[config.mk]
export PLATFORM = sky130hd
export DESIGN_NAME = ipv4_nat_checksum_rewrite
export DESIGN_NICKNAME = d
export VERILOG_FILES = /design/src/hw/rtl/ipv4nat_pkg.sv /design/src/hw/rtl/ipv4nat_prep.sv /design/src/hw/rtl/ipv4nat_sum.sv /design/src/hw/rtl/ipv4nat_final.sv /design/src/hw/rtl/ipv4_nat_checksum_rewrite.sv
export SDC_FILE = /design/constraint.sdc
export NUM_CORES = 1
export LEC_CHECK = 0
export BUFFER_PORTS_ARGS = -buffer_cell sky130_fd_sc_hd__buf_2
export CORE_MARGIN = 5
export CORE_UTILIZATION = 63
export CTS_BUF_LIST = sky130_fd_sc_hd__clkbuf_8
export DETAILED_ROUTE_END_ITERATION = 10
export PLACE_DENSITY = 0.85
export SYNTH_ARGS = -nofsm -noshare
export SYNTH_HDL_FRONTEND = slang
export SYNTH_SLANG_ARGS = --single-unit
[constraint.sdc]
create_clock -name aclk -period 19.8 [get_ports aclk]
set_input_delay 5.94 -clock aclk [delete_from_list [all_inputs] [get_ports aclk]]
set_output_delay 5.94 -clock aclk [all_outputs]
set_load 0.02 [all_outputs]
[src/hw/rtl/ipv4nat_pkg.sv]
`default_nettype none

package ipv4nat_pkg;

    // Protocol numbers with a known L4 checksum position
    localparam logic [7:0] PROTO_TCP     = 8'd6;
    localparam logic [7:0] PROTO_UDP     = 8'd17;
    localparam logic [7:0] PROTO_DCCP    = 8'd33;
    localparam logic [7:0] PROTO_UDPLITE = 8'd136;

    // Checksum byte position inside the L4 header
    localparam logic [15:0] TCP_CSUM_POS   = 16'd16;
    localparam logic [15:0] SHORT_CSUM_POS = 16'd6;

    localparam logic [15:0] CSUM_ALL_ONES = 16'hFFFF;

    // Widths of the intermediate sums
    localparam int DELTA_W = 19;  // four 17-bit half sums
    localparam int SUM_W   = 20;  // checksum word plus delta
    localparam int FOLD_W  = 17;  // after the first carry fold
    localparam int OFF_W   = 7;   // 60-byte header plus 16, at most

    localparam int IN_TDATA_W  = 208;
    localparam int OUT_TDATA_W = 112;

    // Input word, last field in the lowest bits
    typedef struct packed {
        logic [15:0] l4_checksum;
        logic [15:0] packet_length;
        logic [12:0] fragment_units;
        logic [7:0]  protocol;
        logic [3:0]  header_words;
        logic [15:0] ip_checksum;
        logic [31:0] new_dst;
        logic [31:0] new_src;
        logic [31:0] old_dst;
        logic [31:0] old_src;
    } in_item_t;

    // Result word, last field in the lowest bits
    typedef struct packed {
        logic [31:0] dst_out;
        logic [31:0] src_out;
        logic [15:0] l4_offset;
        logic [15:0] l4_checksum_out;
        logic [15:0] ip_checksum_out;
    } out_item_t;

    // After stage 1: address delta and L4 eligibility
    typedef struct packed {
        logic [DELTA_W-1:0] delta;
        logic [15:0]        ip_csum;
        logic [15:0]        l4_csum;
        logic               tcp_like;
        logic               l4_ok;
        logic [OFF_W-1:0]   l4_off;
        logic [31:0]        src;
        logic [31:0]        dst;
    } s1_item_t;

    // After stage 2: sums folded once
    typedef struct packed {
        logic [FOLD_W-1:0] ip_fold;
        logic [FOLD_W-1:0] l4_fold;
        logic              tcp_like;
        logic              l4_ok;
        logic              l4_nonzero;
        logic [OFF_W-1:0]  l4_off;
        logic [31:0]       src;
        logic [31:0]       dst;
    } s2_item_t;

    // Sum of the two 16-bit halves of a 32-bit word
    function automatic logic [16:0] halves_sum(input logic [31:0] v);
        return {1'b0, v[15:0]} + {1'b0, v[31:16]};
    endfunction

endpackage

`default_nettype wire

[src/hw/rtl/ipv4nat_prep.sv]
`default_nettype none

module ipv4nat_prep (
    input  wire logic                  aclk,
    input  wire logic                  aresetn,
    input  wire logic                  in_valid,
    output logic                       in_ready,
    input  wire logic                  in_op,
    input  wire ipv4nat_pkg::in_item_t in_item,
    output logic                       out_valid,
    input  wire logic                  out_ready,
    output ipv4nat_pkg::s1_item_t      out_item
);
    import ipv4nat_pkg::*;

    logic        valid_reg;
    logic        valid_next;
    s1_item_t    item_reg;
    s1_item_t    item_next;

    logic [31:0] src;
    logic [31:0] dst;
    logic [15:0] hdr_bytes;
    logic [15:0] frag_bytes;
    logic [15:0] pos;
    logic [15:0] off_full;
    logic        tcp_like;
    logic        udp_like;

    // Pick the replacement addresses and classify the L4 header
    always_comb begin
        src        = in_op ? 32'd0 : in_item.new_src;
        dst        = in_op ? 32'd0 : in_item.new_dst;
        hdr_bytes  = {10'd0, in_item.header_words, 2'b00};
        frag_bytes = {in_item.fragment_units, 3'b000};
        tcp_like   = (in_item.protocol == PROTO_TCP) || (in_item.protocol == PROTO_DCCP);
        udp_like   = (in_item.protocol == PROTO_UDP) || (in_item.protocol == PROTO_UDPLITE);
        pos        = (in_item.protocol == PROTO_TCP) ? TCP_CSUM_POS : SHORT_CSUM_POS;
        off_full   = hdr_bytes + pos - frag_bytes;

        item_next.delta    = {2'b00, halves_sum(in_item.old_src)}
                           + {2'b00, halves_sum(in_item.old_dst)}
                           + {2'b00, halves_sum(~src)}
                           + {2'b00, halves_sum(~dst)};
        item_next.ip_csum  = in_item.ip_checksum;
        item_next.l4_csum  = in_item.l4_checksum;
        item_next.tcp_like = tcp_like;
        item_next.l4_ok    = (hdr_bytes <= in_item.packet_length)
                           && (tcp_like || udp_like) && (frag_bytes <= pos);
        item_next.l4_off   = off_full[OFF_W-1:0];
        item_next.src      = src;
        item_next.dst      = dst;
    end

    assign in_ready   = !valid_reg || out_ready;
    assign valid_next = in_ready ? in_valid : valid_reg;

    // Advance the stage when it is empty or downstream has room
    always_ff @(posedge aclk) begin
        if (!aresetn) begin
            valid_reg <= 1'b0;
        end else begin
            valid_reg <= valid_next;
        end
    end

    always_ff @(posedge aclk) begin
        if (in_valid && in_ready) begin
            item_reg <= item_next;
        end
    end

    assign out_valid = valid_reg;
    assign out_item  = item_reg;

endmodule

`default_nettype wire

[src/hw/rtl/ipv4nat_sum.sv]
`default_nettype none

module ipv4nat_sum (
    input  wire logic                  aclk,
    input  wire logic                  aresetn,
    input  wire logic                  in_valid,
    output logic                       in_ready,
    input  wire ipv4nat_pkg::s1_item_t in_item,
    output logic                       out_valid,
    input  wire logic                  out_ready,
    output ipv4nat_pkg::s2_item_t      out_item
);
    import ipv4nat_pkg::*;

    logic            valid_reg;
    logic            valid_next;
    s2_item_t        item_reg;
    s2_item_t        item_next;
    logic [SUM_W-1:0] ip_sum;
    logic [SUM_W-1:0] l4_sum;

    // Add the delta to both checksum words and fold the carries once
    always_comb begin
        ip_sum = {{(SUM_W-16){1'b0}}, in_item.ip_csum}
               + {{(SUM_W-DELTA_W){1'b0}}, in_item.delta};
        l4_sum = {{(SUM_W-16){1'b0}}, in_item.l4_csum}
               + {{(SUM_W-DELTA_W){1'b0}}, in_item.delta};

        item_next.ip_fold    = {1'b0, ip_sum[15:0]}
                             + {{(FOLD_W-(SUM_W-16)){1'b0}}, ip_sum[SUM_W-1:16]};
        item_next.l4_fold    = {1'b0, l4_sum[15:0]}
                             + {{(FOLD_W-(SUM_W-16)){1'b0}}, l4_sum[SUM_W-1:16]};
        item_next.tcp_like   = in_item.tcp_like;
        item_next.l4_ok      = in_item.l4_ok;
        item_next.l4_nonzero = (in_item.l4_csum != 16'd0);
        item_next.l4_off     = in_item.l4_off;
        item_next.src        = in_item.src;
        item_next.dst        = in_item.dst;
    end

    assign in_ready   = !valid_reg || out_ready;
    assign valid_next = in_ready ? in_valid : valid_reg;

    // Advance the stage when it is empty or downstream has room
    always_ff @(posedge aclk) begin
        if (!aresetn) begin
            valid_reg <= 1'b0;
        end else begin
            valid_reg <= valid_next;
        end
    end

    always_ff @(posedge aclk) begin
        if (in_valid && in_ready) begin
            item_reg <= item_next;
        end
    end

    assign out_valid = valid_reg;
    assign out_item  = item_reg;

endmodule

`default_nettype wire

[src/hw/rtl/ipv4nat_final.sv]
`default_nettype none

module ipv4nat_final (
    input  wire logic                  aclk,
    input  wire logic                  aresetn,
    input  wire logic                  in_valid,
    output logic                       in_ready,
    input  wire ipv4nat_pkg::s2_item_t in_item,
    output logic                       out_valid,
    input  wire logic                  out_ready,
    output ipv4nat_pkg::out_item_t     out_item,
    output logic                       out_l4_write
);
    import ipv4nat_pkg::*;

    logic        valid_reg;
    logic        valid_next;
    out_item_t   item_reg;
    out_item_t   item_next;
    logic        write_reg;
    logic        write_next;
    logic [15:0] l4_word;

    // Second carry fold, all-ones fixup for TCP and DCCP, write decision
    always_comb begin
        l4_word    = in_item.l4_fold[15:0] + {15'd0, in_item.l4_fold[16]};
        write_next = in_item.l4_ok && (in_item.tcp_like || in_item.l4_nonzero);

        item_next.ip_checksum_out = in_item.ip_fold[15:0] + {15'd0, in_item.ip_fold[16]};
        if (!write_next) begin
            item_next.l4_checksum_out = 16'd0;
        end else if (in_item.tcp_like && (l4_word == CSUM_ALL_ONES)) begin
            item_next.l4_checksum_out = 16'd0;
        end else begin
            item_next.l4_checksum_out = l4_word;
        end
        item_next.l4_offset = write_next ? {{(16-OFF_W){1'b0}}, in_item.l4_off} : 16'd0;
        item_next.src_out   = in_item.src;
        item_next.dst_out   = in_item.dst;
    end

    assign in_ready   = !valid_reg || out_ready;
    assign valid_next = in_ready ? in_valid : valid_reg;

    // Output register: hold the word until the receiver takes it
    always_ff @(posedge aclk) begin
        if (!aresetn) begin
            valid_reg <= 1'b0;
        end else begin
            valid_reg <= valid_next;
        end
    end

    always_ff @(posedge aclk) begin
        if (in_valid && in_ready) begin
            item_reg  <= item_next;
            write_reg <= write_next;
        end
    end

    assign out_valid    = valid_reg;
    assign out_item     = item_reg;
    assign out_l4_write = write_reg;

endmodule

`default_nettype wire

[src/hw/rtl/ipv4_nat_checksum_rewrite.sv]
// IPv4 address rewrite with incremental header and L4 checksum patch.
// Input stream s_axis: one parsed IPv4 header per word. s_axis_tuser
// carries op (0 = write new addresses, 1 = clear both addresses); s_axis_tdata
// carries the old and new addresses, the IP checksum, IHL, protocol,
// fragment offset, buffered packet length and the fetched L4 checksum word.
// Output stream m_axis: one result word per input word, in order.
// m_axis_tuser carries l4_write; when it is low the L4 checksum and
// offset fields read as zero and the L4 word must be left alone.
// Three register stages lie between acceptance and m_axis_tvalid: delta and
// classification, add and first carry fold, second fold and output register.
// Throughput is one word per cycle when the receiver does not stall; each
// stage holds a valid bit and takes a new word whenever it is empty or its
// successor takes its word. When the receiver stalls, the output register
// holds its word and the stages behind it keep filling; s_axis_tready drops
// only once all three stages are full. Nothing is lost or repeated across a
// stall. aresetn (synchronous, active low) empties all stages; there is no
// other state, so no warm-up follows reset.
`default_nettype none

module ipv4_nat_checksum_rewrite (
    input  wire logic                                  aclk,
    input  wire logic                                  aresetn,
    input  wire logic                                  s_axis_tvalid,
    output logic                                       s_axis_tready,
    // old_src, old_dst, new_src, new_dst, ip_checksum, header_words,
    // protocol, fragment_units, packet_length, l4_checksum, zero pad
    input  wire logic [ipv4nat_pkg::IN_TDATA_W-1:0]    s_axis_tdata,
    // op
    input  wire logic [0:0]                            s_axis_tuser,
    output logic                                       m_axis_tvalid,
    input  wire logic                                  m_axis_tready,
    // ip_checksum_out, l4_checksum_out, l4_offset, src_out, dst_out
    output logic [ipv4nat_pkg::OUT_TDATA_W-1:0]        m_axis_tdata,
    // l4_write
    output logic [0:0]                                 m_axis_tuser
);
    import ipv4nat_pkg::*;

    in_item_t  in_item;
    s1_item_t  s1_item;
    s2_item_t  s2_item;
    out_item_t out_item;
    logic      s1_valid;
    logic      s1_ready;
    logic      s2_valid;
    logic      s2_ready;
    logic      l4_write;

    // Unpack the input word
    assign in_item = in_item_t'(s_axis_tdata[$bits(in_item_t)-1:0]);

    ipv4nat_prep u_prep (
        .aclk      (aclk),
        .aresetn   (aresetn),
        .in_valid  (s_axis_tvalid),
        .in_ready  (s_axis_tready),
        .in_op     (s_axis_tuser[0]),
        .in_item   (in_item),
        .out_valid (s1_valid),
        .out_ready (s1_ready),
        .out_item  (s1_item)
    );

    ipv4nat_sum u_sum (
        .aclk      (aclk),
        .aresetn   (aresetn),
        .in_valid  (s1_valid),
        .in_ready  (s1_ready),
        .in_item   (s1_item),
        .out_valid (s2_valid),
        .out_ready (s2_ready),
        .out_item  (s2_item)
    );

    ipv4nat_final u_final (
        .aclk         (aclk),
        .aresetn      (aresetn),
        .in_valid     (s2_valid),
        .in_ready     (s2_ready),
        .in_item      (s2_item),
        .out_valid    (m_axis_tvalid),
        .out_ready    (m_axis_tready),
        .out_item     (out_item),
        .out_l4_write (l4_write)
    );

    assign m_axis_tdata = out_item;
    assign m_axis_tuser = l4_write;

endmodule

`default_nettype wire

==> results of run 1 <==
## Yosys cell counts, types with 3 or more instances
| master | n |
|---|---|
| sky130_fd_sc_hd__nor2_1 | 65 |
| sky130_fd_sc_hd__o21a_1 | 11 |
| sky130_fd_sc_hd__xnor2_1 | 68 |
| sky130_fd_sc_hd__xor2_1 | 48 |
| sky130_fd_sc_hd__o21ai_1 | 5 |
| sky130_fd_sc_hd__a211oi_2 | 3 |
| sky130_fd_sc_hd__a21boi_0 | 4 |
| sky130_fd_sc_hd__dfxtp_1 | 3 |
| sky130_fd_sc_hd__nand4_1 | 13 |
| sky130_fd_sc_hd__a211oi_1 | 3 |
| sky130_fd_sc_hd__nand4b_1 | 3 |
| sky130_fd_sc_hd__edfxtp_1 | 333 |
| sky130_fd_sc_hd__buf_4 | 12 |
| sky130_fd_sc_hd__a21o_1 | 24 |
| sky130_fd_sc_hd__o21bai_1 | 10 |
| sky130_fd_sc_hd__o211ai_1 | 6 |
| sky130_fd_sc_hd__a31oi_1 | 16 |
| sky130_fd_sc_hd__fa_1 | 84 |
| sky130_fd_sc_hd__inv_1 | 151 |
| sky130_fd_sc_hd__and3_1 | 11 |
| sky130_fd_sc_hd__nand2_1 | 45 |
| sky130_fd_sc_hd__nor4_1 | 12 |
| sky130_fd_sc_hd__nand2b_1 | 24 |
| sky130_fd_sc_hd__nor3_1 | 25 |
| sky130_fd_sc_hd__clkbuf_1 | 11 |
| sky130_fd_sc_hd__o21ai_0 | 21 |
| sky130_fd_sc_hd__a211o_1 | 3 |
| sky130_fd_sc_hd__nand3_1 | 31 |
| sky130_fd_sc_hd__or3_1 | 6 |
| sky130_fd_sc_hd__ha_1 | 95 |
| sky130_fd_sc_hd__a21oi_1 | 53 |
| sky130_fd_sc_hd__nor2b_1 | 62 |
| sky130_fd_sc_hd__and2_1 | 8 |
## path summary, 6_finish.rpt
path	start	endpoint	slack [ns]	cells after the start
worst min register to register	u_prep.out_item[16]	u_sum.out_item[16]	0.41	0
worst max-delay path	m_axis_tready	s_axis_tready	6.88	4
worst min-delay path	u_prep.out_item[16]	u_sum.out_item[16]	0.41	0
worst max register to register	u_prep.out_item[105]	u_sum.out_item[88]	14.91	20
## layout make-up
| class | count | share of cell area, % |
|---|---|---|
| diodes | 2 | 0.0240 |
| multi-input cells | 827 | 34.3 |
| repair buffers | 317 | 7.70 |
| flip-flops and latches | 336 | 48.3 |
| clock inverters | 43 | 1.09 |
| well taps | 378 | 2.27 |
| inverters | 151 | 2.72 |
| clock buffers | 54 | 3.57 |
## layer usage
| layer | GRT usage [%] | up-vias | share of wire [%] |
|---|---|---|---|
| li1 | - | 5443 | - |
| met1 | 29.8 | 5346 | 39 |
| met2 | 40.0 | 433 | 50 |
| met3 | 5.11 | 103 | 7.2 |
| met4 | 9.43 | 12 | 3.7 |
| met5 | 0 | - | 0.19 |
## metrics by stage
step | power [mW] | hold slack (ns) | util (%)
final | 3.46 | 0.413 | 74.7
after global routing | 3.74 | 0.421 | 74.7
after CTS | 3.48 | 0.412 | 74.7
after detailed placement | 2.92 | 0.405 | 71.2
after global placement | 2.83 | 0.400 | 71.2
after floorplan | 2.51 | 0.400 | -
## critical path, stage by stage
cell and delay (ns):
sky130_fd_sc_hd__buf_2 0.10, sky130_fd_sc_hd__nor2b_1 0.57, sky130_fd_sc_hd__nand3_1 0.18, sky130_fd_sc_hd__buf_2 0.20
## registers in the layout, summed over array words and instances, names as in the netlist
name and cells:
u_prep.out_valid 1, u_final.out_item 102, u_prep.out_item 123, u_sum.out_valid 1, u_sum.out_item 107, u_final.out_l4_write 1
u_final.out_valid 1
## power breakdown
part / internal [mW] / switching [mW]
logic: 0.817 / 1.05
clock network: 0.270 / 0.265
registers: 0.991 / 0.0702
## cells by family after synthesis
| family | count (synthesis) |
|---|---|
| fa+ha+maj | 179 |
| simple gates | 330 |
| other cells | 1 |
| flops | 336 |
| xor+xnor | 119 |
| buf+inv | 175 |
| compound gates | 189 |
==> flow_results.org, run 1 <==
** Floorplanning
- The floorplan has 61 rows.
- Initial core utilization :: between 60% and 70%
- The die is between 150 and 200 µm tall.
- In this run the standard cell core region covers 0.0279 mm².
- Total Die Area :: between 0.03 and 0.04 mm²
- Top Ports :: about 330
- The floorplan step set the die width to 178 µm.

** Clock tree
- Clk sink count :: ~340
- Once the clock tree was built, the resizer swapped 0 gates to a different size.
- After clock tree synthesis, the clock-pin slew on the worst setup and hold paths is 0.06 ns.
- Number of buffers created by CTS :: 53
- In this run the deepest clock path goes through 3 buffers.
- CTS tree :: done
- The later pin in the worst-skew pair is clocked with a latency of 0.60 ns.
- # Post-CTS Setup Buffers :: 0
- Number of hold buffers added after CTS :: 0
- The clock tree synthesis step divided the H-tree into 2 levels.
- Root cell of the clock tree :: sky130_fd_sc_hd__clkbuf_8

** Placement
- Before CTS, the worst setup slack after placement is ~7 ns.
- The number of placed instances, taps included, is 2009.
- Number of port buffers :: 310
- At the end of routability-driven placement, the weighted congestion stood at 0.882.
- HPWL after detailed placement :: around 29 mm
- Placement-stage cell area :: 0.0198 mm²

** Cells and area
- The finished layout holds 2108 standard cells, fillers aside.
- Net total in the final layout :: ~2100
- Most common cell after layout, fill and taps aside :: sky130_fd_sc_hd__edfxtp_1
- Relative to the synthesized area, the layout overhead comes to 16.7%.
- Commonest non-fill, non-tap cells in the layout :: sky130_fd_sc_hd__edfxtp_1 (333), sky130_fd_sc_hd__buf_2 (310), sky130_fd_sc_hd__inv_1 (161)
- In the final layout, the multi-input gates occupy 0.00714 mm².
- Share of final-layout standard cells stronger than drive strength 1 :: 24.6%
- Area taken by flip-flops and latches :: 0.0101 mm²
- The finished cells cover approximately 0.021 mm².
- Number of fillers in the final layout :: 1812

** Setup path
- STA puts the critical path data arrival time at between 6 and 7 ns.
- WS Path Type :: primary input to output pin
- The worst setup path is launched from a primary input.
- Data required time of the critical path :: ~14 ns
- Critical path capture point type :: output pin
- Highest fanout seen on the critical path :: 6

** Timing
- Count of final max-slew check failures :: 0
- The clock arrives with around 0.03 ns of skew.
- In the final timing run, aggregate negative setup slack is 0 ns.
- Period utilisation layout :: 65.3%
- Highest attainable clock frequency :: between 70 and 80 MHz
- Worst setup slack after layout :: ~7 ns
- Transition time at the pin with the least slew margin :: ~1.0 ns
- The total count of hold-check failures in the final report is 0.
- Final critical-path required period :: ~13 ns
- Unrepaired setup endpoints after global routing :: false
- The worst pin sits at a relative slew slack of roughly 34%.
- Setup violations remaining at the end of the flow were counted as 0.

** Power and ir drop
- Max IR drop VDD :: around 0.00014 V
- Leakage power :: 8.67 nW
- Power density relative to cell area :: 166 mW/mm²

** Yosys
- Synth Area in Simple Gates :: about a tenth
- After synthesis, the largest family of logic cells by area is adder cells.
- Cell type with the highest aggregate area in the netlist :: sky130_fd_sc_hd__edfxtp_1
- Average instance area after synthesis :: approximately 13 µm²
- The synthesized netlist devotes under 10% of its cell area to compound gates.
- Proportion of synthesized area in mux cells :: 0%
- Top-area cell type share of the netlist area :: about 56%
- The synthesized design contains about 340 register bits.
- Proportion of synthesized chip area in sequential cells :: between 50 and 60%
- Post-synth EDFFs :: approximately 330
- In the synthesized netlist the dominant register cell turns out to be sky130_fd_sc_hd__edfxtp_1.
- The synthesized netlist contains 78 unique library cells.
- Yosys printed 0 warnings.
- Main area contributors after synthesis :: sky130_fd_sc_hd__edfxtp_1 (56%), sky130_fd_sc_hd__fa_1 (9.4%), sky130_fd_sc_hd__ha_1 (6.7%), sky130_fd_sc_hd__xnor2_1 (3.3%), sky130_fd_sc_hd__inv_1 (3.2%)
- Share of synthesized flip-flops with an asynchronous set or reset :: 0%
- Synthesis handed over a netlist of 1329 instances.
- Adder and majority gate portion of the synthesized area :: between 10% and 20%
- After synthesis the cells add up to roughly 0.018 mm².
- XOR/XNOR share of the synthesized area :: 5.97%

** Drt
- Final routed wirelength across all metal layers :: between 30 and 40 mm
- Avg Vias per Cell :: around 5.4
- For this block, the initial DRC count from the detailed router was 775.
- Total number of vias :: approximately 11000
- Number of detailed-routing iterations run before antenna repair :: 5
- DRC violation count after routing :: 0
- Once detail routing completed, the nets flagged for antenna violations numbered 0.
- After detailed routing, the average wire length per cell comes to 17.9 µm.

** Global route
- Remaining global-route overflow :: 0
- The first global-routing pass estimated slightly below 60 mm of wire.
- Number of global-route vias before repair :: between 10000 and 15000
- Number of antenna violations at the first check in global routing :: 7
- Entering global routing, the biggest net connects 75 pins.
- All-Layer GR Usage :: a little under a quarter

** Status
- The flow ran to the end, and the final reports show no timing, DRC or antenna violations.

** Flow run
- Max-capacitance violation count :: 0

** Worst hold path
- The tightest min-delay check is of the flop to flop type.
(Power assumes the default switching activity.)
==> run 2, diff against run 1 <==
- ABC_AREA: default -> 1
- CORE_UTILIZATION: 63 -> 59
- PLACE_DENSITY: 0.85 -> 0.8
- clock period: 19.8 -> 13.31 ns (I/O delays scaled with it)
==> flow_results.org, run 2 <==
** Yosys
- By instance count, the leading cell after synthesis is sky130_fd_sc_hd__inv_1.
- Yosys printed 0 warnings.
- Top-area cell type share of the netlist area :: between 50% and 60%
- Share of synthesized flip-flops with an asynchronous set or reset :: 0%
- Each instance of the synthesized netlist takes up on average between 10 and 15 µm².
- Cell type with the highest aggregate area in the netlist :: sky130_fd_sc_hd__edfxtp_1
- The most used flip-flop cell after synthesis is sky130_fd_sc_hd__edfxtp_1.
- Ranked by total cell area, the synthesized netlist is headed by sky130_fd_sc_hd__edfxtp_1 (54%), sky130_fd_sc_hd__fa_1 (9.1%), sky130_fd_sc_hd__inv_1 (7.1%), sky130_fd_sc_hd__nand2_1 (6.5%), sky130_fd_sc_hd__ha_1 (6.4%).
- Summing the sequential cell areas from Yosys gives 54.1% of the chip area.
- Synthesis produced between 1500 and 2000 cells.
- Count of different cell masters after synthesis :: between 40 and 50
- Flops & latches, synth :: between 300 and 400
- Sorting the synthesized cells by how often they occur yields sky130_fd_sc_hd__inv_1 (351), sky130_fd_sc_hd__edfxtp_1 (333), sky130_fd_sc_hd__nand2_1 (323), sky130_fd_sc_hd__nor2_1 (148), sky130_fd_sc_hd__ha_1 (95).
- Summing every instance area after synthesis gives roughly 0.019 mm².
- Post-synth EDFFs :: 333

** Timing
- Unrepaired setup endpoints after global routing :: false
- Final critical-path required period :: roughly 9.7 ns
- The max-slew violation count was 0.
- The total count of hold-check failures in the final report came to 0.
- After layout, the worst path uses 72.8% of the clock period.
- Final Skew :: between 0.02 and 0.03 ns
- At the pin with the least slew margin, the transition time is between 0.9 and 1 ns.
- Worst hold slack after final layout :: roughly 0.40 ns
- Worst slew margin relative to its limit :: about two fifths
- Based on the critical path, the design can be clocked at up to 103 MHz.
- Worst setup slack after layout :: about 3.6 ns
- Total setup violations reported at the end of the flow :: 0
- Adding up every negative setup slack in the final design gives 0 ns.

** Worst hold path
- In this run the worst hold path is classified as flop to flop.
- Worst hold path cell count :: 0

** Drt
- Drt first-iter violations :: between 700 and 800
- Final routed wirelength across all metal layers :: 40.4 mm
- Once detail routing completed, the nets flagged for antenna violations numbered 0.
- Total number of vias :: 12800
- Post-detailed-route wirelength per cell :: ~16 µm
- Avg Vias per Cell :: ~5.1
- The first TritonRoute pass finished after 5 iterations.
- In the routed design, unresolved DRC markers number 0.

** Cells and area
- Cells fill between 60% and 70% of the core in the end.
- Flip-flop count of the largest register, all copies and words added :: about 120
- Diode insertion count for antenna repair :: 0
- Non-filler cells, final :: between 2000 and 3000
- Multi-input gate area :: 0.00712 mm²
- At the end of the flow, the number of nets in the layout was 2479.
- Finished Cell Area :: roughly 0.022 mm²
- Most common cell after layout, fill and taps aside :: sky130_fd_sc_hd__inv_1
- After filler insertion, the fill cell instance count of the layout stands at between 2000 and 2500.
- Share of final-layout standard cells stronger than drive strength 1 :: about a fifth
- Commonest non-fill, non-tap cells in the layout :: sky130_fd_sc_hd__inv_1 (368), sky130_fd_sc_hd__edfxtp_1 (333), sky130_fd_sc_hd__nand2_1 (323)
- Compared with the post-synthesis result, the final layout area differs by 16.3%.
- Across the whole layout, storage elements account for roughly 0.010 mm².

** Global route
- All-Layer GR Usage :: 23.1%
- Number of global-route vias before repair :: ~13000
- Number of antenna violations at the first check in global routing :: 0
- The first global-routing pass estimated 65.3 mm of wire.
- Entering global routing, the biggest net connects between 60 and 70 pins.
- Remaining global-route overflow :: 0

** Power and ir drop
- Design Power :: approximately 5 mW
- Leakage power :: 10.2 nW
- Max IR drop VDD :: 0.000164 V
- Power density relative to cell area :: about 240 mW/mm²

** Clock tree
- The H-tree generated during clock tree synthesis spans 2 levels.
- The tree is rooted in a sky130_fd_sc_hd__clkbuf_8.
- Clock input transition at the sequential cells of the worst setup and hold paths :: ~0.060 ns
- CTS tree :: done
- Number of buffers created by CTS :: 53
- The tree built by TritonCTS fans out to 336 sinks.
- Clock latency on the worst-skew pair :: 0.58 ns
- # Post-CTS Setup Buffers :: 0
- Counting along the longest clock path gives a buffer depth of 3.
- Buffers inserted to repair hold after CTS numbered 0.
- Number of gates resized after cts :: 0

** Setup path
- STA puts the critical path data arrival time at between 10 and 15 ns.
- STA classifies the critical path startpoint as a primary input.
- Highest fanout seen on the critical path :: 5
- Worst-path cell with the longest stage delay :: sky130_fd_sc_hd__fa_1
- Count of cells along the worst register-to-register path :: 18
- WS Path Type :: primary input to flop
- The critical path contains buffers and inverters numbering 4 combined.
- The critical path crosses 25 cells after its start point.
- Data required time of the critical path :: between 10 and 15 ns
- The cell that appears most often on the critical path is sky130_fd_sc_hd__fa_1.
- The worst register-to-register path has a setup slack of between 8 and 9 ns.
- On the worst path, the slowest cell contributes a delay of between 0.5 and 0.6 ns.
- STA classifies the critical path endpoint as a flop.
- In this design, the largest share of critical-path delay is due to adder cells.

** Floorplanning
- The floorplan step defined a core boundary enclosing ~0.031 mm².
- For this configuration, the core starts out at a cell density of 59.3%.
- between 300 and 400 I/O pins were placed.
- Horizontal die dimension :: 187 µm
- Total Die Area :: 0.0351 mm²
- In this run the core area contains between 60 and 70 standard-cell rows.
- The die is between 150 and 200 µm tall.

** Placement
- Once placement completed, the tool counted placed cells totaling roughly 2400.
- Routability-driven placement finished with a final weighted congestion of around 0.9.
- In this run the tool buffered the top-level ports with between 300 and 400 buffer cells.
- HPWL after detailed placement :: between 30 and 40 mm
- Once placement finished, the instance area stood at between 0.02 and 0.025 mm².
- Prior to clock tree synthesis, the placed netlist has a worst setup slack of between 3 and 4 ns.

** Flow run
- Max-capacitance violation count :: 0

** Status
- Status :: completed
==> run 2: metal layers <==
layer | track usage, % | vias to the layer above | wire length [µm] | part of all wire [%]
met4 | 4.91 | 0 | 795 | 2.0
li1 | - | 6339 | - | -
met5 | 0 | - | 0 | 0
met3 | 4.31 | 63 | 2490 | 6.2
met2 | 42.4 | 424 | 21100 | 52
met1 | 28.6 | 5934 | 16100 | 40
==> run 2: final timing paths <==
path,start,endpoint
hold reg to reg,u_prep.out_item[42],u_sum.out_item[42]
setup reg to reg,u_prep.out_item[105],u_sum.out_item[107]
setup / recovery,s_axis_tdata[1],u_prep.out_item[123]
hold / removal,u_prep.out_item[42],u_sum.out_item[42]
==> run 2: kinds of logic (layout without fill, tap and decap cells) <==
logic type | after synthesis | in the layout | synth area share, %
other | 1 | 10 | 0.0202
XOR/XNOR | 89 | 89 | 4.24
flip-flops | 336 | 336 | 54.1
AND/OR/NAND/NOR | 652 | 652 | 15.4
AO/OA/AOI/OAI | 99 | 99 | 2.98
adder cells (fa/ha/maj) | 179 | 179 | 15.4
buffers and inverters | 371 | 759 | 7.79
==> run 2: area by class of cell <==
class / instances / area share, %
inverter: 352 / 6.14
timing repair buffer: 315 / 7.35
sequential: 336 / 46.5
clock buffer: 55 / 3.50
multi-input combinational: 1029 / 32.9
clock inverter: 37 / 1.22
tap: 402 / 2.33
==> run 2: where the power goes <==
part	switching, mW	leakage [nW]	total [mW]	internal, mW
Combinational	1.70	6.35	2.76	1.05
Sequential	0.0913	3.23	1.54	1.45
Clock	0.384	0.591	0.844	0.460
==> run 3, diff against run 2 <==
- ABC_AREA: 1 -> 0
- CORE_UTILIZATION: 59 -> 58
- PLACE_DENSITY: 0.8 -> 0.79
- clock period: 13.31 -> 9 ns (I/O delays scaled with it)
==> flow_results.org, run 3 (synthesis gave the netlist of run 1 again) <==
** Status
- The run finished with clean final reports.

** Floorplanning
- Total Die Area :: roughly 0.034 mm²
- Initial core utilization :: 58.5%
- Y dimension of the die :: 185 µm
- The die is ~190 µm wide.
- Core Footprint :: roughly 0.031 mm²
- The floorplan has 64 rows.
- Top Ports :: roughly 330

** Drt
- Total number of vias :: 11200
- Final routed wirelength across all metal layers :: approximately 37 mm
- Number of detailed-routing iterations run before antenna repair :: 5
- Post-detailed-route wirelength per cell :: 17.2 µm
- In this run the remaining antenna-violating nets after routing total 0.
- In the routed design, unresolved DRC markers number 0.
- After the first detailed-routing iteration, the DRC count stood at 649.
- Avg Vias per Cell :: around 5.3

** Power and ir drop
- Leakage power :: roughly 8.7 nW
- Max IR drop VDD :: ~0.00036 V
- Reported net switching power :: 2.99 mW
- Sequential share of power :: slightly above 30%
- Combinational cells account for between 50% and 60% of the total power.
- Power density relative to cell area :: 364 mW/mm²
- Cell internal power was estimated by the tool at 4.61 mW.
- The clock network accounts for between 10% and 20% of the total power.
- Net switching is just under 40% of the power.

** Worst hold path
- Classification of the worst-slack hold path :: flop to flop

** Setup path
- The worst setup path is of the primary input to flop kind.
- Data required time of the critical path :: roughly 9.3 ns
- The worst setup path is captured at a flop.
- Arrival time reported for the critical path endpoint :: 8.83 ns
- Highest fanout seen on the critical path :: 4
- The worst setup path is launched from a primary input.

** Global route
- The number of antenna violations at the first check in global routing came to 6.
- Largest net degree at the start of global routing :: 69
- Number of global-route vias before repair :: between 10000 and 15000
- All-Layer GR Usage :: between 20% and 30%
- After global routing the overflow that remains totals 0.
- The first global-routing pass estimated approximately 57 mm of wire.

** Clock tree
- Number of gates resized after cts :: 0
- Clock input transition at the sequential cells of the worst setup and hold paths :: around 0.060 ns
- Max clock buf depth :: 3
- Clk sink count :: 336
- Number of buffers created by CTS :: 53
- Hold repair after CTS inserted 0 buffers.
- CTS tree :: done
- Clock latency on the worst-skew pair, taken at its later pin, is 0.57 ns.
- In this run the number of H-tree levels came out at 2.
- # Post-CTS Setup Buffers :: 0
- Root cell of the clock tree :: sky130_fd_sc_hd__clkbuf_8

** Placement
- Counting tap cells, the placed design contains a total of between 2000 and 2500 instances.
- Summed over all nets, the half-perimeter wirelength after detailed placement is 28.4 mm.
- At the end of routability-driven placement, the weighted congestion stood at about 0.85.
- Number of port buffers :: 310

** Timing
- Final hold viol count :: 0
- The routed design could run at a clock period as short as roughly 8.5 ns.
- Unrepaired setup endpoints after global routing :: false
- Derived from the worst setup path, the maximum achievable clock frequency is roughly 120 MHz.
- The worst path uses 94.8% of the clock period.
- Worst slew margin relative to its limit :: around 41%
- Final Skew :: roughly 0.027 ns
- Across all hold checks on the routed design, the worst slack comes to 0.415 ns.
- After routing, the total negative slack on setup checks comes to 0 ns.
- For the pin with the worst max-slew slack, the measured transition is ~0.89 ns.
- The max-slew violation count was 0.
- Setup violations remaining at the end of the flow were counted as 0.

** Cells and area
- Net total in the final layout :: ~2100
- For this run, the number of standard cells in the final layout without fillers is roughly 2100.
- Relative to the synthesized area, the layout overhead comes to 17.1%.
- Commonest non-fill, non-tap cells in the layout :: sky130_fd_sc_hd__edfxtp_1 (333), sky130_fd_sc_hd__buf_2 (310), sky130_fd_sc_hd__inv_1 (161)
- The register with the most flip-flops in the layout has about 120 of them.
- Most common cell after layout, fill and taps aside :: sky130_fd_sc_hd__edfxtp_1
- Of the cells placed in the final design, the portion with a size suffix greater than 1 is around a quarter.

** Flow run
- Max-capacitance violation count :: 0
==> run 3: path summary, 6_finish.rpt <==
| path | start | end | slack [ns] | depth (start not counted) |
|---|---|---|---|---|
| max | s_axis_tdata[1] | u_prep.out_item[121] | 0.46 | 25 |
| min | u_prep.out_item[17] | u_sum.out_item[17] | 0.41 | 0 |
| max reg2reg | u_prep.out_item[105] | u_sum.out_item[88] | 4.11 | 20 |
| min reg2reg | u_prep.out_item[17] | u_sum.out_item[17] | 0.41 | 0 |
==> run 3: power by group through the flow <==
stage | Clock, mW | Combinational [mW] | Sequential, mW
floorplan | 0 | 3.18 | 2.33
global placement | 0 | 3.92 | 2.36
detailed placement | 0 | 4.06 | 2.37
CTS | 1.24 | 4.09 | 2.33
global route | 1.32 | 4.60 | 2.35
finish | 1.20 | 4.07 | 2.33
==> run 3: metrics by stage <==
stage / util, % / instance area (µm²) / worst slack (ns) / power [mW]
2_1_floorplan: - / 17900 / 0.505 / 5.51
3_3_place_gp: 65.2 / 19900 / 0.0455 / 6.28
3_5_place_dp: 65.2 / 19900 / -0.0858 / 6.43
4_1_cts: 68.5 / 20900 / 0.507 / 7.66
5_1_grt: 68.5 / 20900 / 0.173 / 8.27
6_report: 68.5 / 20900 / 0.464 / 7.60
==> run 3: layout make-up <==
| type | instances | area [µm²] |
|---|---|---|
| diodes | 3 | 7.51 |
| multi-input cells | 827 | 7140 |
| clock buffers | 53 | 729 |
| flip-flops and latches | 336 | 10100 |
| well taps | 396 | 495 |
| inverters | 151 | 567 |
| repair buffers | 321 | 1630 |
| clock inverters | 44 | 260 |
| fillers | 2131 | 9610 |
==> run 3: critical path, stage by stage <==
cell and delay [ns]:
sky130_fd_sc_hd__buf_2 0.08, sky130_fd_sc_hd__inv_1 0.04, sky130_fd_sc_hd__fa_1 0.53, sky130_fd_sc_hd__inv_1 0.06, sky130_fd_sc_hd__fa_1 0.48, sky130_fd_sc_hd__ha_1 0.26, sky130_fd_sc_hd__fa_1 0.42, sky130_fd_sc_hd__a21o_1 0.22
sky130_fd_sc_hd__a21oi_1 0.22, sky130_fd_sc_hd__o21a_1 0.19, sky130_fd_sc_hd__o21ai_1 0.09, sky130_fd_sc_hd__a31oi_1 0.35, sky130_fd_sc_hd__xnor2_1 0.18, sky130_fd_sc_hd__fa_1 0.46, sky130_fd_sc_hd__fa_1 0.49, sky130_fd_sc_hd__fa_1 0.56
sky130_fd_sc_hd__inv_1 0.05, sky130_fd_sc_hd__ha_1 0.32, sky130_fd_sc_hd__or2_2 0.33, sky130_fd_sc_hd__o31ai_1 0.08, sky130_fd_sc_hd__a21oi_1 0.15, sky130_fd_sc_hd__nand4_1 0.13, sky130_fd_sc_hd__nand4b_1 0.10, sky130_fd_sc_hd__a21oi_1 0.21
sky130_fd_sc_hd__xnor2_1 0.11
==> run 3: per-layer routing <==
metal	up-vias	share of wire, %	GRT usage (%)
met2	397	49	35.3
met3	88	7.5	5.24
li1	5440	-	-
met1	5315	40	27.6
met4	8	3.3	7.57
met5	-	0.12	0
